File: config.mk
export PLATFORM = sky130hd
export DESIGN_NAME = wireframe_triangle_dda_raster_core
export DESIGN_NICKNAME = d
export VERILOG_FILES = /design/src/design/wtdr_pkg.sv /design/src/design/wireframe_triangle_dda_raster_core.sv /design/src/design/wtdr_div.sv /design/src/design/wtdr_seq.sv
export SDC_FILE = /design/constraint.sdc
export NUM_CORES = 1
export LEC_CHECK = 0
export BUFFER_PORTS_ARGS = -buffer_cell sky130_fd_sc_hd__buf_2
export CELL_PAD_IN_SITES_DETAIL_PLACEMENT = 0
export CELL_PAD_IN_SITES_GLOBAL_PLACEMENT = 2
export CORE_MARGIN = 2
export CORE_UTILIZATION = 36
export CTS_CLUSTER_SIZE = 30
export DETAILED_ROUTE_END_ITERATION = 8
export HOLD_SLACK_MARGIN = 0.1
export PLACE_DENSITY_LB_ADDON = 0.2
export SLEW_MARGIN = 30
export SYNTH_ARGS = -nofsm -noshare
export SYNTH_HDL_FRONTEND = slang
export SYNTH_HIERARCHICAL = 1
export SYNTH_SLANG_ARGS = --single-unit
File: constraint.sdc
create_clock -name clk_i -period 6.8 [get_ports clk_i]
set_input_delay 0.68 -clock clk_i [delete_from_list [all_inputs] [get_ports clk_i]]
set_output_delay 0.68 -clock clk_i [all_outputs]
set_load 0.01 [all_outputs]
File: src/design/wtdr_pkg.sv
`timescale 1ns / 1ps
// ----------------------------------------------------------------------------
// wtdr_pkg
// Shared types and constants of the wireframe triangle DDA rasterizer.
// ----------------------------------------------------------------------------
package wtdr_pkg;

  localparam int COORD_BITS = 12;
  localparam int FRAC_BITS  = 16;
  localparam int DELTA_BITS = COORD_BITS + 1;
  localparam int ACC_BITS   = COORD_BITS + FRAC_BITS + 2;
  localparam int QUOT_BITS  = FRAC_BITS + 1;
  localparam int INC_BITS   = FRAC_BITS + 2;
  localparam int REM_BITS   = DELTA_BITS + 1;
  localparam int CNT_BITS   = $clog2(QUOT_BITS);
  localparam int EDGE_BITS  = 2;
  localparam int COLOR_BITS = 32;

  localparam logic [COLOR_BITS-1:0] COLOR_RESET = 32'hFFFF_FF00;

  localparam logic KIND_LOAD = 1'b0;
  localparam logic KIND_STEP = 1'b1;

  localparam logic [EDGE_BITS-1:0] EDGE_AB = 2'd0;
  localparam logic [EDGE_BITS-1:0] EDGE_BC = 2'd1;
  localparam logic [EDGE_BITS-1:0] EDGE_CA = 2'd2;

  typedef enum logic [2:0] {
    ST_IDLE,
    ST_SETUP,
    ST_DIV_X,
    ST_DIV_Y,
    ST_WALK
  } seq_state_e;

  typedef struct packed {
    logic                  start;
    logic [DELTA_BITS-1:0] num;
    logic [DELTA_BITS-1:0] den;
  } div_req_t;

  typedef struct packed {
    logic                 done;
    logic [QUOT_BITS-1:0] quot;
  } div_rsp_t;

  typedef struct packed {
    logic                         valid;
    logic signed [COORD_BITS-1:0] x;
    logic signed [COORD_BITS-1:0] y;
    logic [EDGE_BITS-1:0]         edge_id;
    logic                         last;
  } pix_t;

endpackage

File: src/design/wireframe_triangle_dda_raster_core.sv
`timescale 1ns / 1ps
// ----------------------------------------------------------------------------
// wireframe_triangle_dda_raster_core
// Wireframe triangle rasterizer built from three DDA edge walks.
// ----------------------------------------------------------------------------
// Usage:
//   s_axis carries one word per command. tuser = kind: load (vertices in tdata)
//   or step (tdata ignored). A load gives no output; each step while a triangle
//   is in progress gives one pixel word on m_axis, with tlast on the final pixel
//   of edge c-a. A step while idle is taken and dropped.
//   Edge setup runs a serial divider twice (x then y increment), one quotient
//   bit a cycle: a load or the step that closes edge a-b or b-c keeps
//   s_axis_tready low until both divisions are done. Other steps need no setup,
//   and the pixel is valid on m_axis the cycle after the step is taken.
//   cfg carries the pixel color; write it only while idle. It is always ready.
//   m_axis has an output register; a stall holds the word and blocks further
//   steps until it is taken.
//   Reset: idle, no triangle, color 0xFFFFFF00, output empty.
// ----------------------------------------------------------------------------
module wireframe_triangle_dda_raster_core (
  input  logic        clk_i,
  input  logic        rst_ni,
  input  logic        cfg_valid_i,
  output logic        cfg_ready_o,
  input  logic [31:0] cfg_data_i,     // pixel_color
  input  logic        s_axis_tvalid,
  output logic        s_axis_tready,
  input  logic [71:0] s_axis_tdata,   // ax, ay, bx, by_coord, cx, cy
  input  logic [0:0]  s_axis_tuser,   // kind
  output logic        m_axis_tvalid,
  input  logic        m_axis_tready,
  output logic [63:0] m_axis_tdata,   // pixel_x, pixel_y, pixel_rgba, edge_id, zero pad
  output logic        m_axis_tlast
);
  import wtdr_pkg::*;

  logic [COLOR_BITS-1:0]        color_q;
  logic                         out_vld_q;
  logic signed [COORD_BITS-1:0] out_x_q, out_y_q;
  logic [COLOR_BITS-1:0]        out_rgba_q;
  logic [EDGE_BITS-1:0]         out_edge_q;
  logic                         out_last_q;

  logic seq_ready, take;
  pix_t pix;

  assign cfg_ready_o   = 1'b1;
  assign s_axis_tready = seq_ready && (!out_vld_q || m_axis_tready);
  assign take          = s_axis_tvalid && s_axis_tready;

  wtdr_seq u_seq (
    .clk_i      (clk_i),
    .rst_ni     (rst_ni),
    .take_i     (take),
    .kind_i     (s_axis_tuser[0]),
    .ax_i       (s_axis_tdata[11:0]),
    .ay_i       (s_axis_tdata[23:12]),
    .bx_i       (s_axis_tdata[35:24]),
    .by_coord_i (s_axis_tdata[47:36]),
    .cx_i       (s_axis_tdata[59:48]),
    .cy_i       (s_axis_tdata[71:60]),
    .ready_o    (seq_ready),
    .pix_o      (pix)
  );

  always_ff @(posedge clk_i or negedge rst_ni) begin
    if (!rst_ni) begin
      color_q   <= COLOR_RESET;
      out_vld_q <= 1'b0;
    end else begin
      if (cfg_valid_i) begin
        color_q <= cfg_data_i;
      end
      if (pix.valid) begin
        out_vld_q <= 1'b1;
      end else if (m_axis_tready) begin
        out_vld_q <= 1'b0;
      end
    end
  end

  always_ff @(posedge clk_i) begin
    if (pix.valid) begin
      out_x_q    <= pix.x;
      out_y_q    <= pix.y;
      out_rgba_q <= color_q;
      out_edge_q <= pix.edge_id;
      out_last_q <= pix.last;
    end
  end

  assign m_axis_tvalid = out_vld_q;
  assign m_axis_tdata  = {6'd0, out_edge_q, out_rgba_q, out_y_q, out_x_q};
  assign m_axis_tlast  = out_last_q;

endmodule

File: src/design/wtdr_div.sv
`timescale 1ns / 1ps
// ----------------------------------------------------------------------------
// wtdr_div
// Serial restoring divider: (num * 2^FRAC_BITS) / den, one quotient bit a cycle.
// ----------------------------------------------------------------------------
module wtdr_div (
  input  logic               clk_i,
  input  logic               rst_ni,
  input  wtdr_pkg::div_req_t req_i,
  output wtdr_pkg::div_rsp_t rsp_o
);
  import wtdr_pkg::*;

  logic                  run_q, run_d;
  logic [CNT_BITS-1:0]   cnt_q, cnt_d;
  logic [REM_BITS-1:0]   rem_q, rem_d;
  logic [QUOT_BITS-1:0]  quot_q, quot_d;
  logic [DELTA_BITS-1:0] den_q, den_d;

  logic                ge;
  logic [REM_BITS-1:0] diff;
  logic [REM_BITS-1:0] rem_nx;

  assign ge     = rem_q >= {1'b0, den_q};
  assign diff   = rem_q - {1'b0, den_q};
  assign rem_nx = ge ? diff : rem_q;

  always_comb begin
    run_d  = run_q;
    cnt_d  = cnt_q;
    rem_d  = rem_q;
    quot_d = quot_q;
    den_d  = den_q;
    if (req_i.start) begin
      run_d  = 1'b1;
      cnt_d  = CNT_BITS'(QUOT_BITS - 1);
      rem_d  = {1'b0, req_i.num};
      quot_d = '0;
      den_d  = req_i.den;
    end else if (run_q) begin
      quot_d = {quot_q[QUOT_BITS-2:0], ge};
      rem_d  = {rem_nx[REM_BITS-2:0], 1'b0};
      cnt_d  = cnt_q - 1'b1;
      if (cnt_q == '0) begin
        run_d = 1'b0;
      end
    end
  end

  always_ff @(posedge clk_i or negedge rst_ni) begin
    if (!rst_ni) begin
      run_q <= 1'b0;
      cnt_q <= '0;
    end else begin
      run_q <= run_d;
      cnt_q <= cnt_d;
    end
  end

  always_ff @(posedge clk_i) begin
    rem_q  <= rem_d;
    quot_q <= quot_d;
    den_q  <= den_d;
  end

  assign rsp_o.done = run_q && (cnt_q == '0);
  assign rsp_o.quot = {quot_q[QUOT_BITS-2:0], ge};

endmodule

File: src/design/wtdr_seq.sv
`timescale 1ns / 1ps
// ----------------------------------------------------------------------------
// wtdr_seq
// Edge sequencer: vertex store, edge setup, increment division and DDA walk.
// ----------------------------------------------------------------------------
module wtdr_seq (
  input  logic                                   clk_i,
  input  logic                                   rst_ni,
  input  logic                                   take_i,
  input  logic                                   kind_i,
  input  logic signed [wtdr_pkg::COORD_BITS-1:0] ax_i,
  input  logic signed [wtdr_pkg::COORD_BITS-1:0] ay_i,
  input  logic signed [wtdr_pkg::COORD_BITS-1:0] bx_i,
  input  logic signed [wtdr_pkg::COORD_BITS-1:0] by_coord_i,
  input  logic signed [wtdr_pkg::COORD_BITS-1:0] cx_i,
  input  logic signed [wtdr_pkg::COORD_BITS-1:0] cy_i,
  output logic                                   ready_o,
  output wtdr_pkg::pix_t                         pix_o
);
  import wtdr_pkg::*;

  seq_state_e state_q, state_d;

  logic signed [COORD_BITS-1:0] vx_q [3];
  logic signed [COORD_BITS-1:0] vy_q [3];
  logic [EDGE_BITS-1:0]         edge_q;
  logic [DELTA_BITS-1:0]        idx_q;
  logic [DELTA_BITS-1:0]        total_q;
  logic signed [ACC_BITS-1:0]   acc_x_q;
  logic signed [ACC_BITS-1:0]   acc_y_q;
  logic signed [INC_BITS-1:0]   inc_x_q;
  logic signed [INC_BITS-1:0]   inc_y_q;
  logic [DELTA_BITS-1:0]        abs_dy_q;
  logic                         neg_x_q;
  logic                         neg_y_q;

  logic signed [DELTA_BITS-1:0] dx, dy;
  logic [DELTA_BITS-1:0]        abs_dx, abs_dy, len;
  logic                         load, step, edge_end;
  logic signed [INC_BITS-1:0]   quot_s;
  logic signed [ACC_BITS-1:0]   rnd_x, rnd_y;

  div_req_t div_req;
  div_rsp_t div_rsp;

  wtdr_div u_div (
    .clk_i  (clk_i),
    .rst_ni (rst_ni),
    .req_i  (div_req),
    .rsp_o  (div_rsp)
  );

  assign dx     = DELTA_BITS'(vx_q[1]) - DELTA_BITS'(vx_q[0]);
  assign dy     = DELTA_BITS'(vy_q[1]) - DELTA_BITS'(vy_q[0]);
  assign abs_dx = dx[DELTA_BITS-1] ? -dx : dx;
  assign abs_dy = dy[DELTA_BITS-1] ? -dy : dy;
  assign len    = (abs_dx > abs_dy) ? abs_dx : abs_dy;

  assign load     = take_i && (kind_i == KIND_LOAD);
  assign step     = take_i && (kind_i == KIND_STEP) && (state_q == ST_WALK);
  assign edge_end = idx_q >= total_q;
  assign quot_s   = {1'b0, div_rsp.quot};

  assign rnd_x = acc_x_q + (acc_x_q[ACC_BITS-1] ? ACC_BITS'((1 << (FRAC_BITS - 1)) - 1)
                                                : ACC_BITS'(1 << (FRAC_BITS - 1)));
  assign rnd_y = acc_y_q + (acc_y_q[ACC_BITS-1] ? ACC_BITS'((1 << (FRAC_BITS - 1)) - 1)
                                                : ACC_BITS'(1 << (FRAC_BITS - 1)));

  always_comb begin
    state_d = state_q;
    if (load) begin
      state_d = ST_SETUP;
    end else begin
      case (state_q)
        ST_IDLE:  state_d = ST_IDLE;
        ST_SETUP: state_d = ST_DIV_X;
        ST_DIV_X: if (div_rsp.done) begin
          state_d = ST_DIV_Y;
        end
        ST_DIV_Y: if (div_rsp.done) begin
          state_d = ST_WALK;
        end
        ST_WALK:  if (step && edge_end) begin
          state_d = (edge_q == EDGE_CA) ? ST_IDLE : ST_SETUP;
        end
        default:  state_d = ST_IDLE;
      endcase
    end
  end

  always_comb begin
    ready_o       = (state_q == ST_IDLE) || (state_q == ST_WALK);
    div_req.start = 1'b0;
    div_req.num   = abs_dy_q;
    div_req.den   = total_q;
    case (state_q)
      ST_SETUP: begin
        div_req.start = 1'b1;
        div_req.num   = abs_dx;
        div_req.den   = len;
      end
      ST_DIV_X: div_req.start = div_rsp.done;
      default:  div_req.start = 1'b0;
    endcase
    pix_o.valid   = step;
    pix_o.x       = rnd_x[FRAC_BITS +: COORD_BITS];
    pix_o.y       = rnd_y[FRAC_BITS +: COORD_BITS];
    pix_o.edge_id = edge_q;
    pix_o.last    = (edge_q == EDGE_CA) && edge_end;
  end

  always_ff @(posedge clk_i or negedge rst_ni) begin
    if (!rst_ni) begin
      state_q <= ST_IDLE;
      edge_q  <= EDGE_AB;
      idx_q   <= '0;
      total_q <= '0;
    end else begin
      state_q <= state_d;
      if (load) begin
        edge_q <= EDGE_AB;
      end else if (state_q == ST_SETUP) begin
        idx_q   <= '0;
        total_q <= len;
      end else if (step) begin
        if (edge_end) begin
          edge_q <= edge_q + 1'b1;
        end else begin
          idx_q <= idx_q + 1'b1;
        end
      end
    end
  end

  always_ff @(posedge clk_i) begin
    if (load) begin
      vx_q[0] <= ax_i;
      vy_q[0] <= ay_i;
      vx_q[1] <= bx_i;
      vy_q[1] <= by_coord_i;
      vx_q[2] <= cx_i;
      vy_q[2] <= cy_i;
    end else if (step && edge_end) begin
      vx_q[0] <= vx_q[1];
      vy_q[0] <= vy_q[1];
      vx_q[1] <= vx_q[2];
      vy_q[1] <= vy_q[2];
      vx_q[2] <= vx_q[0];
      vy_q[2] <= vy_q[0];
    end
    if (state_q == ST_SETUP) begin
      acc_x_q  <= ACC_BITS'(vx_q[0]) <<< FRAC_BITS;
      acc_y_q  <= ACC_BITS'(vy_q[0]) <<< FRAC_BITS;
      abs_dy_q <= abs_dy;
      neg_x_q  <= dx[DELTA_BITS-1];
      neg_y_q  <= dy[DELTA_BITS-1];
    end else if (step && !edge_end) begin
      acc_x_q <= acc_x_q + ACC_BITS'(inc_x_q);
      acc_y_q <= acc_y_q + ACC_BITS'(inc_y_q);
    end
    if ((state_q == ST_DIV_X) && div_rsp.done) begin
      inc_x_q <= (total_q == '0) ? '0 : (neg_x_q ? -quot_s : quot_s);
    end
    if ((state_q == ST_DIV_Y) && div_rsp.done) begin
      inc_y_q <= (total_q == '0) ? '0 : (neg_y_q ? -quot_s : quot_s);
    end
  end

endmodule

# Yosys cells after proc, flatten, opt, wreduce, memory -nomap -nowiden
# Memories as Yosys holds them, arrays and structs flattened.
# Cells that the tools add are included.
# Widths: inputs -> output; s select.
dict set report classes {
  reduce_logical 30
  mux 47
  n_addsub 13
  n_eq_ne 10
  n_shift 0
  bitwise_logic 10
  n_div 0
  order_cmp 3
  mul 0
}
# operator count
set op_table {}
lappend op_table {{$mux 30} 4}
lappend op_table {{$mux 13} 9}
lappend op_table {{$mux 12} 6}
lappend op_table {{$add 30x18->30} 2}
lappend op_table {{$add 28x28->28} 2}
lappend op_table {{$mux 17} 2}
lappend op_table {{$mux 16} 2}
lappend op_table {{$mux 26} 1}
lappend op_table {{$neg 13->13} 2}
lappend op_table {{$sub 12x12->13} 2}
lappend op_table {{$neg 17->18} 1}
lappend op_table {{$ge 14x13->1} 1}
lappend op_table {{$add 13x1->13 const B} 1}
lappend op_table {{$ge 13x13->1} 1}
lappend op_table {{$gt 13x13->1} 1}
lappend op_table {{$logic_not 13->1} 1}
lappend op_table {{$sub 13x13->13} 1}
lappend op_table {{$mux 3} 4}
lappend op_table {{$pmux 3 s4} 1}
lappend op_table {{$reduce_bool 2->1} 6}
lappend op_table {{$logic_and 1x1->1} 11}
lappend op_table {{$mux 1} 11}
lappend op_table {{$mux 5} 2}
lappend op_table {{$reduce_and 3->1} 3}
lappend op_table {{other kinds (20)} 36}
dict set report totals {
  mem_bits_rw 72
  mem_bits_ro 0
  register_bits 283
  in_bits 110
  latchBits 0
  memories 2
}
# memory words word_bits rd rd_ports_with_merged_regs wr line_no
set mem_list {}
lappend mem_list {u_seq.vx_q 3 12 3 0 3 wtdr_seq.sv:24} ;# logic signed [COORD_BITS-1:0] vx_q [3];
lappend mem_list {u_seq.vy_q 3 12 3 0 3 wtdr_seq.sv:25} ;# logic signed [COORD_BITS-1:0] vy_q [3];

# Depth between registers and ports, before layout
# Gate-level depths: netlist of run 1.
dict set report logic_depth {
  ltp_word 11
  depth_mapped 23
}

# By module
# Netlist of run 1, hierarchy kept.
# mod seq_area_each_um2 n_inst cells_per_inst area_per_inst_um2
set by_module_without_submodules {}
lappend by_module_without_submodules {wtdr_seq 5950.7 1 1596 15270.9}
lappend by_module_without_submodules {wireframe_triangle_dda_raster_core 2627.5 1 141 3256.9}
lappend by_module_without_submodules {wtdr_div 1271.2 1 264 2685.1}

# Worst setup path before layout of run 1
# Ideal clock, no wire load.
dict set report synth_path {
  path_kind {reg2reg}
  start {register u_seq.idx_q[2]}
  end {memory u_seq.vx_q[0][0] (enable)}
  required_ns 6.199
  path_slack_ns -0.252
  arrival_ns 6.451
  path_buffers 0
  setup_time_ns 0.601
  stages_incl_launch_ff 9
  cell_sequence {dfrtp_1 ha_1 nand2_1 o21ai_0 a21oi_1 a21oi_1 o21ai_0 nor2b_1 o21ai_0}
}
# element line_no
set synth_lines {}
lappend synth_lines {{start: declaration} wtdr_seq.sv:27} ;# logic [DELTA_BITS-1:0] idx_q;
lappend synth_lines {{start signal: assignment} wtdr_seq.sv:129} ;# idx_q <= idx_q + 1'b1;
lappend synth_lines {{end: declaration} wtdr_seq.sv:24}

==> results of run 1 <==
per-layer routing:
metal,global-route usage,routed length [um],part of all wire,vias to the layer above
li1,-,-,-,7589
met1,0.264,27800,0.51,7315
met4,0.0443,927,0.017,6
met3,0.0311,2710,0.050,57
met5,0,34,0.00062,-
met2,0.271,23000,0.42,335
placed cells by master (no fill, tap or decap), types with 11 or more instances in the layout:
master,count
mux2i_1,38
nor3_1,22
dfstp_2,24
a211oi_1,15
o22ai_1,18
nand2_1,189
nand2b_1,23
and3_1,18
nor2b_1,22
nor2_1,134
inv_1,121
mux2_2,79
xor2_1,72
buf_4,15
o21ai_0,127
ha_1,158
o31ai_1,11
o21a_1,11
a21oi_1,98
mux2_4,30
edfxtp_1,236
nand3_1,65
clkbuf_16,45
buf_2,169
a21o_1,30
a31oi_1,17
dfrtp_1,46
o211ai_1,11
xnor2_1,81
nand4_1,18
dfxtp_1,49
o41ai_1,11
power breakdown:
| group | internal, mW | switching (mW) | total (mW) |
|---|---|---|---|
| clock network | 1.31 | 0.901 | 2.21 |
| logic | 0.929 | 1.35 | 2.28 |
| registers | 2.69 | 0.242 | 2.93 |
final timing paths:
path,startpoint,end,cells past startpoint
setup / recovery,u_seq/u_div/rem_q[0],u_seq/inc_y_q[16],20
hold / removal,rst_ni,color_q[3],2
setup reg to reg,u_seq/u_div/rem_q[0],u_seq/inc_y_q[16],20
hold reg to reg,color_q[6],out_rgba_q[6],0
max in group asynchronous,rst_ni,u_seq/state_q[2],2
min in group clk_i,cfg_data_i[29],color_q[29],2
sequential cells by signal, summed over array words and instances (netlist names), 13 cells and up:
register	count
out_rgba_q	32
color_q	32
u_seq/u_div/quot_q	16
u_seq/acc_x_q	30
u_seq/idx_q	13
u_seq/abs_dy_q	13
u_seq/inc_x_q	18
u_seq/vy_q	36
u_seq/vx_q	36
u_seq/u_div/den_q	13
u_seq/total_q	13
u_seq/inc_y_q	18
u_seq/u_div/rem_q	14
u_seq/acc_y_q	30
logic make-up (layout without fill, tap and decap cells):
kind of cell / count (synthesis) / count (layout) / synth area share
AO/OA/AOI/OAI: 430 / 430 / 0.131
XOR/XNOR: 153 / 153 / 0.0632
adder cells (fa/ha/maj): 163 / 163 / 0.0979
buffers and inverters: 198 / 389 / 0.0402
flip-flops: 355 / 355 / 0.464
multiplexers: 147 / 147 / 0.0811
other: 2 / 9 / 0.000354
AND/OR/NAND/NOR: 553 / 553 / 0.122
critical path, stage by stage (launching register included):
cell and delay [ns]:
edfxtp_1 0.35, inv_1 0.08, ha_1 0.16, inv_1 0.05, fa_1 0.44, a211oi_4 0.37, o31ai_4 0.14, a211oi_2 0.24
o21a_4 0.30, inv_2 0.21, inv_1 0.14, ha_1 0.19, or3b_4 0.41, or3_4 0.35, or3_4 0.35, or3_4 0.35
or3_4 0.35, or3_4 0.36, o31ai_1 0.26, xor2_1 0.18, nor2_1 0.05
cell type report:
type                            count  area, um^2  area share
Antenna cell                        2        5.00    0.000207
Inverter                          124         465      0.0192
Sequential cell                   355        9850       0.407
Clock buffer                       61        1250      0.0515
Multi-Input combinational cell   1453       10600       0.437
Timing Repair Buffer              187         992      0.0410
Clock inverter                     17         113     0.00465
Tap cell                          765         957      0.0396
through the flow:
stage	cells	util	instance area [um^2]	hold WS (ns)
global placement	2884	0.393	22800	0.427
detailed placement	2884	0.393	22800	0.438
global route	2962	0.417	24200	0.259
CTS	2962	0.417	24200	0.235
finish	2964	0.417	24200	0.200
floorplan	2006	-	21200	0.384
==> summary.txt, run 1 <==
Clock network
  – Postcts setup bufs: 0
  – Root Buffer: clkbuf_16
  – Clock Path Buffers: 3
  – CTS tree: yes
  – Worst-path clk slew: around 0.060 ns
  – Total CTS buffers: 42
  – Clock latency on the worst-skew pair: approximately 0.57 ns
  – H-tree Lvls: 2
  – CTS Hold Bufs: 0
  – Post-CTS Resized: 0
  – Clock sink total: about 360

Drt
  – First drt pass iteration count: 5
  – Routed Antenna Nets: 0
  – # DRC: 0
  – DR WL/cell: 18.4 um
  – Via-per-instance ratio: a little over 5
  – WL final: between 50 and 60 mm
  – 1st-iter DRT viols: around 940
  – Routed via count: approximately 15000

Timing
  – Fmax: 0.178 GHz
  – Rel. slew slack: 0.327
  – Final Hold Viols: 0
  – Unrepaired setup endpoints after global routing: false
  – Clock skew: 0.0280 ns
  – Final setup margin: 1.19 ns
  – Setup-failing EPs final: 0
  – Final Slew Violations: 0
  – Setup TNS: 0 ns
  – Fin crit share: 0.826
  – Slew @ Worst Pin: 0.997 ns
  – Final min period: ~5.6 ns

Synth
  – Syn Area/Cell: roughly 11 um^2
  – Asr flop ratio synth: 0.197
  – EDFF count, synth: 236
  – Synthesized instance count: roughly 2000
  – Sequential area share after synthesis: 0.464
  – Most common cell in the netlist: edfxtp_1
  – Synth Warn #: 6
  – Yosys top cell area share: 0.334
  – Synth top cells by count: 236 x edfxtp_1, 190 x nand2_1, 158 x ha_1
  – Leading area contributor after synthesis: edfxtp_1
  – Most area-consuming cells after synthesis: edfxtp_1 33%, ha_1 9.3%, dfrtp_1 5.4%
  – Mapped Area: ~21000 um^2
  – Ys flop type: edfxtp_1
  – Register bit total from synthesis: about 360
  – Post-synth cell types: 86

Global routing
  – Grt ovf: 0
  – Vias in the first global route: 15088
  – Antenna violations before repair: 5
  – Largest net degree at the start of global routing: 76
  – Total global-route track usage: 0.179
  – First-pass GRT wire length: around 85 mm

Status
  – Status: finished clean

Critical path
  – Start-to-end type of the worst setup path: reg -> reg
  – Critical path fanouts, max: 14
  – Reg2reg setup slack: 1.19 ns
  – Worst Path Arrival: roughly 6 ns
  – Critical Path Source Type: flip-flop
  – WP data required: 7.10 ns
  – Crit end category: flip-flop

Floorplanning
  – Die height: between 200 and 250 um
  – # rows: just under 90
  – Core area: 58000 um^2
  – Die W: 247 um
  – Boundary Pins: around 180
  – Starting Density: 0.366
  – Die ar.: just over 60000 um^2

Placed design
  – Pre-CTS setup slack: 1.24 ns
  – IO Port Bufs: 170
  – Placer Congestion: approximately 0.83
  – Detailed placement HPWL: 39.8 mm

Pwr
  – Total Power: approximately 7.4 mW
  – Power Dens Cells: 307 nW/um^2
  – Max VDD drop: 0.000205 V
  – Leakage: ~10 nW

Final layout
  – # nets final: roughly 2400
  – Fraction of layout cells with a size suffix above 1: 0.193
  – # fillers: 5605
  – Area Overhead vs Synth: 14.1%

Run
  – Maxcap violations: 0

Worst hold path
  – Min-delay worst type: in -> async
Power figures use the tool's default switching activity.
==> inputs of run 2 (changes only) <==
Clock period 6.8 ns to 4.5 ns, I/O delays scaled along.
==> run 2 against run 1 <==
  * The run now ends with negative setup slack left
  * Die area did not move
  * Design area rose by 9.6%
  * Sequential cell count did not move
  * Worst hold slack got worse by 0.028 ns
  * Clock skew fell by 0.0046 ns
  * Critical path type unchanged
  * Global-route usage rose by 0.68 points
==> summary.txt, run 2 (synthesis gave the netlist of run 1 again) <==
Global routing
  – Antenna violations before repair: 10 (+5)
  – Total global-route track usage: 0.186 (+0.00677)
  – Grt ovf: 0 (unchanged)
  – First-pass GRT wire length: 88.9 mm (+4.1%)
  – Largest net degree at the start of global routing: 74 (-2.6%)
  – Vias in the first global route: 15835 (+5.0%)

Timing
  – Slew @ Worst Pin: 0.913 ns (-0.0835 ns)
  – Setup-failing EPs final: 6 (+6)
  – Fin crit share: 1.10 (+0.271)
  – Fmax: 0.203 GHz (+14%)
  – Final min period: 4.94 ns (-0.680 ns)
  – Clock skew: 0.0234 ns (-0.00458 ns)
  – Final Hold Viols: 0 (unchanged)
  – Final setup margin: -0.435 ns (-1.62 ns)
  – Rel. slew slack: 0.389 (+0.0621)
  – Final Slew Violations: 0 (unchanged)
  – Unrepaired setup endpoints after global routing: true

Final layout
  – Commonest non-fill, non-tap cells in the layout: 236 x edfxtp_1, 183 x nand2_1, 169 x buf_2, 164 x buf_4, 145 x ha_1
  – Fraction of layout cells with a size suffix above 1: 0.284 (+0.0916)
  – Area Overhead vs Synth: 25.0%
  – # nets final: 2625 (+7.8%)
  – Design area: 26500 um^2 (+9.6%)
  – Top Registers: u_seq/vx_q: 36 flops, u_seq/vy_q: 36 flops
  – Most common cell after layout, fill and taps aside: edfxtp_1

Floorplanning
  – Die W: 247 um (unchanged)
  – Die height: 247 um (unchanged)
  – Boundary Pins: 178 (unchanged)
  – Die ar.: 60900 um^2 (unchanged)
  – Core area: 58000 um^2 (unchanged)
  – Starting Density: 0.366 (unchanged)
  – # rows: 88 (unchanged)

Drt
  – 1st-iter DRT viols: 816 (-13%)
  – Routed via count: 15996 (+4.5%)
  – # DRC: 0 (unchanged)
  – First drt pass iteration count: 5 (unchanged)
  – WL final: 56.9 mm (+4.5%)
  – Via-per-instance ratio: 5.07 (-1.7%)
  – DR WL/cell: 18.1 um (-1.7%)
  – Routed Antenna Nets: 0 (unchanged)

Clock network
  – Clock latency on the worst-skew pair: 0.59 ns (+0.02 ns)
  – CTS tree: yes
  – Clock sink total: 355 (unchanged)
  – Total CTS buffers: 43 (+2.4%)
  – Root Buffer: clkbuf_16
  – Worst-path clk slew: 0.07 ns (about the same)
  – Clock Path Buffers: 3 (unchanged)
  – H-tree Lvls: 2 (unchanged)

Pwr
  – Comb power frac: 0.372 (+0.065)
  – Total Power: 12.8 mW (+72%)
  – Power Dens Cells: 483 nW/um^2 (+57%)
  – Internal power: 8.51 mW (+73%)
  – Sw Share: 0.335 (-0.00115)
  – Part of the power in registers: 0.346 (-0.049)
  – Max VDD drop: 0.000276 V (+34%)
  – NetSw: 4.29 mW (+72%)
  – Clk network pwr share: 0.282 (-0.016)
  – Leakage: 11.2 nW (+10%)

Critical path
  – Crit end category: flip-flop
  – Critical path fanouts, max: 4 (-10)
  – Critical Path Source Type: flip-flop
  – WP data required: 4.83 ns (-2.27 ns)
  – Start-to-end type of the worst setup path: reg -> reg
  – Worst Path Arrival: 5.27 ns (-0.65 ns)

Status
  – Violated checks: negative setup slack
  – Status: complete, but fails checks

Placed design
  – Placer Congestion: 0.814 (-1.4%)
  – Detailed placement HPWL: 41.0 mm (+2.9%)
  – IO Port Bufs: 170 (unchanged)
  – Placement Cell Area: 23800 um^2 (+4.2%)

Worst hold path
  – Min-delay worst type: in -> reg

Run
  – Maxcap violations: 0 (unchanged)
==> run 2: metal layers <==
metal | wire (um) | GRT usage | share of wire
met1 | 28000 | 0.267 | 0.49
met2 | 24400 | 0.283 | 0.43
met3 | 3140 | 0.0364 | 0.055
met4 | 1220 | 0.0544 | 0.021
met5 | 106 | 0 | 0.0019
==> run 2: timing repair <==
action | CTS | global route
pin swaps | 26 | 46
resized for setup | 47 | 96
hold endpoints to repair | 41 | 0
setup endpoints to repair | 36 | 36
cloned | 1 | 0
setup buffers | 18 | 15
hold buffers | 33 | 0
==> run 2: path summary, 6_finish.rpt <==
path	from	endpoint	slack, ns	depth (start not counted)
max in group asynchronous	rst_ni	u_seq/total_q[5]	2.96	3
min in group asynchronous	rst_ni	color_q[4]	0.48	2
setup / recovery	u_seq/u_div/rem_q[0]	u_seq/inc_y_q[16]	-0.44	20
hold / removal	s_axis_tdata[63]	u_seq/vy_q[0][27]	0.17	2
hold reg to reg	color_q[0]	out_rgba_q[0]	0.44	0
setup reg to reg	u_seq/u_div/rem_q[0]	u_seq/inc_y_q[16]	-0.44	20
==> run 2: area by class of cell <==
| class | count | area [um^2] |
|---|---|---|
| repair buffers | 375 | 2530 |
| clock buffers | 59 | 1270 |
| inverters | 124 | 472 |
| well taps | 765 | 957 |
| diodes | 1 | 2.50 |
| flip-flops and latches | 355 | 9850 |
| multi-input cells | 1453 | 11200 |
| clock inverters | 20 | 201 |
| fillers | 5451 | 31500 |
==> run 2: stage by stage <==
stage	setup TNS (ns)	util	hold WS [ns]	setup slack [ns]	std cells
after floorplan	-1.68	-	0.154	-0.496	2006
after global placement	-3.69	0.410	0.429	-0.431	3005
after detailed placement	-6.15	0.410	0.437	-0.487	3005
after CTS	-2.02	0.447	0.131	-0.476	3136
after global routing	-4.88	0.457	0.139	-0.565	3152
final	-1.62	0.457	0.172	-0.435	3152
==> run 2: power by group through the flow <==
stage | clock network [mW] | registers [mW] | logic, mW
after floorplan | 0 | 4.35 | 2.70
after global placement | 0 | 4.48 | 3.97
after detailed placement | 0 | 4.49 | 4.02
after CTS | 3.71 | 4.43 | 4.32
after global routing | 3.84 | 4.49 | 5.26
final | 3.61 | 4.43 | 4.76
==> run 2: worst max-delay path, cell delays in order (launching register included) <==
cell      delay [ns]
edfxtp_1        0.39
inv_2           0.10
ha_4            0.13
inv_2           0.03
fa_2            0.36
a211oi_4        0.29
o31ai_4         0.12
a211oi_2        0.26
o21a_4          0.21
inv_4           0.05
inv_4           0.06
ha_4            0.12
or3b_4          0.37
or3_4           0.34
or3_4           0.34
or3_4           0.34
or3_4           0.33
or3_4           0.37
o31ai_4         0.23
xor2_1          0.18
nor2_1          0.07
==> inputs of run 3 (changes only) <==
Settings changed: GPL_TIMING_DRIVEN set to 0.
==> run 3 against run 2 <==
  * Die area did not move
  * The flow still finishes with violations (negative setup slack)
  * Fmax fell by 1.1%
  * Register-to-register slack got worse by 0.06 ns
  * Via count rose by 1.7%
  * Design area fell by 1.1%
  * Sequential power barely moved
  * Setup slack got worse by 0.056 ns
  * Clock skew fell by 0.0014 ns
==> summary.txt, run 3 (synthesis gave the netlist of run 1 again) <==
Status
  – Status: complete, but fails checks
  – Violated checks: negative setup slack

Clock network
  – Worst-path clk slew: 0.06 ns (about the same)
  – CTS tree: yes
  – Clock Path Buffers: 3 (unchanged)
  – H-tree Lvls: 2 (unchanged)
  – Root Buffer: clkbuf_16
  – Total CTS buffers: 44 (+2.3%)
  – Clock sink total: 355 (unchanged)
  – Clock latency on the worst-skew pair: 0.57 ns (-0.02 ns)

Drt
  – Routed via count: 16260 (+1.7%)
  – First drt pass iteration count: 5 (unchanged)
  – Via-per-instance ratio: 5.22 (+2.9%)
  – # DRC: 0 (unchanged)
  – WL final: 61.6 mm (+8.2%)
  – 1st-iter DRT viols: 899 (+10%)
  – Routed Antenna Nets: 0 (unchanged)
  – DR WL/cell: 19.8 um (+9.5%)

Critical path
  – Worst Path Arrival: 5.30 ns (+0.03 ns)
  – Critical path fanouts, max: 4 (unchanged)
  – R2R Path Start: u_seq/u_div/rem_q[0]
  – Crit end category: flip-flop
  – Critical Path Source Type: flip-flop
  – WP data required: 4.81 ns (-0.02 ns)
  – Worst reg2reg path depth: 20 (unchanged)
  – Critical R2R Capture: u_seq/inc_y_q[16]
  – Start-to-end type of the worst setup path: reg -> reg
  – Reg2reg setup slack: -0.49 ns (-0.06 ns)

Run
  – Maxcap violations: 0 (unchanged)

Floorplanning
  – Die W: 247 um (unchanged)
  – Die height: 247 um (unchanged)
  – Core area: 58000 um^2 (unchanged)
  – Die ar.: 60900 um^2 (unchanged)
  – # rows: 88 (unchanged)
  – Starting Density: 0.366 (unchanged)
  – Boundary Pins: 178 (unchanged)

Pwr
  – Max VDD drop: 0.000272 V (-1.5%)
  – Leakage: 10.9 nW (-2.3%)
  – Power Dens Cells: 493 nW/um^2 (+2.2%)

Global routing
  – Grt met2 use: 0.322 (+0.0389)
  – Met3 usage: 0.0310 (-0.00532)
  – Total global-route track usage: 0.200 (+0.0137)
  – GR peak layer: met2
  – First-pass GRT wire length: 93.3 mm (+5.0%)
  – Met1 Track Usage GR: 0.282 (+0.0151)
  – Largest net degree at the start of global routing: 61 (-18%)
  – Grt ovf: 0 (unchanged)
  – Antenna violations before repair: 5 (-5)
  – Vias in the first global route: 16033 (+1.3%)

Timing
  – Final setup margin: -0.491 ns (-0.0563 ns)
  – Fin crit share: 1.11 (+0.0125)
  – Unrepaired setup endpoints after global routing: true
  – Setup TNS: -7.88 ns (-6.26 ns)
  – Clock skew: 0.0220 ns (-0.00139 ns)
  – Final min period: 4.99 ns (+0.0563 ns)
  – Setup-failing EPs final: 35 (+29)
  – Fmax: 0.200 GHz (-1.1%)
  – Slew @ Worst Pin: 1.01 ns (+0.0980 ns)
  – Final Slew Violations: 0 (unchanged)
  – Final Hold Viols: 0 (unchanged)
  – Rel. slew slack: 0.317 (-0.0719)

Placed design
  – Detailed placement HPWL: 45.2 mm (+10%)
  – Pre-CTS setup slack: -1.10 ns (-0.610 ns)
  – Placer Congestion: 0.853 (+4.8%)
  – IO Port Bufs: 169 (-0.59%)

Worst hold path
  – Worst hold start: cfg_data_i[1]
  – Min-delay worst type: in -> reg
  – Hold path depth: 2 (unchanged)
  – Hold EP: color_q[1]

Final layout
  – Top Registers: u_seq/vx_q: 36 flops, u_seq/vy_q: 36 flops
  – Commonest non-fill, non-tap cells in the layout: 236 x edfxtp_1, 182 x nand2_1, 171 x buf_2, 151 x ha_1, 132 x nor2_1
  – Most common cell after layout, fill and taps aside: edfxtp_1
  – # nets final: 2587 (-1.4%)
  – Area Overhead vs Synth: 23.5%
  – Fraction of layout cells with a size suffix above 1: 0.255 (-0.0290)
run 3: cell count changes in the layout (fill, tap and decap cells not counted), moves of 5 or more:
cell	before	now
clkbuf_1	6	48
clkinv_2	11	6
ha_4	11	6
buf_1	0	8
dlygate4sd3_1	33	22
xnor2_2	5	11
buf_6	7	13
xnor2_1	74	69
ha_1	145	151
buf_4	164	64
o21ai_0	101	94
run 3: layer usage:
| metal | vias up | wire length, um | share of wire |
|---|---|---|---|
| met3 | 70 | 3110 | 0.051 |
| met4 | 8 | 988 | 0.016 |
| met2 | 373 | 27600 | 0.45 |
| li1 | 7892 | - | - |
| met1 | 7917 | 29900 | 0.48 |
| met5 | - | 50 | 0.00081 |
run 3: worst max-delay path, cell delays in order (launching register included):
cell and delay (ns):
edfxtp_1 0.37, inv_2 0.08, ha_4 0.13, inv_2 0.03
fa_2 0.36, a211oi_4 0.31, o31ai_4 0.12, a211oi_2 0.27
o21a_4 0.22, inv_8 0.06, inv_6 0.05, ha_4 0.11
or3b_4 0.37, or3_4 0.35, or3_4 0.34, or3_4 0.34
or3_4 0.34, or3_4 0.39, o31ai_4 0.23, xor2_1 0.16
nor2_1 0.07
run 3: where the power goes:
part           switching [mW]  total [mW]  internal [mW]  leakage [nW]
Sequential              0.355        4.42           4.06          3.39
Clock                    1.48        3.72           2.25         0.738
Combinational            2.61        4.79           2.18          6.79
run 3: worst max path at each step:
stage                         start                     to  slack [ns]  cells past startpoint
6_report       u_seq/u_div/rem_q[0]      u_seq/inc_y_q[16]       -0.49                     20
5_1_grt        u_seq/u_div/rem_q[0]      u_seq/inc_y_q[16]       -0.58                     20
4_1_cts        u_seq/u_div/rem_q[0]      u_seq/inc_x_q[16]       -0.89                     20
3_5_place_dp      u_seq/vy_q[0][12]  u_seq/u_div/den_q[11]       -1.10                     21
3_3_place_gp      u_seq/vy_q[0][12]  u_seq/u_div/den_q[11]       -1.03                     22
2_1_floorplan  u_seq/u_div/rem_q[0]      u_seq/inc_y_q[16]       -0.50                     22
run 3: repair_timing:
item,in CTS,in global routing
hold endpoints to repair,34,0
hold buffers,22,0
buffers inserted,42,25
gates cloned,1,0
pin swaps,46,38
resized for setup,111,69
setup endpoints to repair,40,51
run 3: final cells by class:
type	instances	area, um^2
tap	765	957
multi-input combinational	1453	11200
clock buffer	57	1240
inverter	124	478
sequential	355	9850
fill	5486	31800
buffer	72	392
antenna	1	2.50
clock inverter	23	273
timing repair buffer	264	1770
run 3: metrics by stage:
stage	hold slack, ns	cells	utilization	area (um^2)	power (mW)
2_1_floorplan	0.154	2006	-	21300	7.06
3_3_place_gp	0.427	2940	0.398	23100	8.10
3_5_place_dp	0.438	2946	0.401	23200	8.15
4_1_cts	0.101	3089	0.443	25700	12.7
5_1_grt	0.113	3113	0.452	26200	13.6
6_report	0.128	3114	0.452	26200	12.9
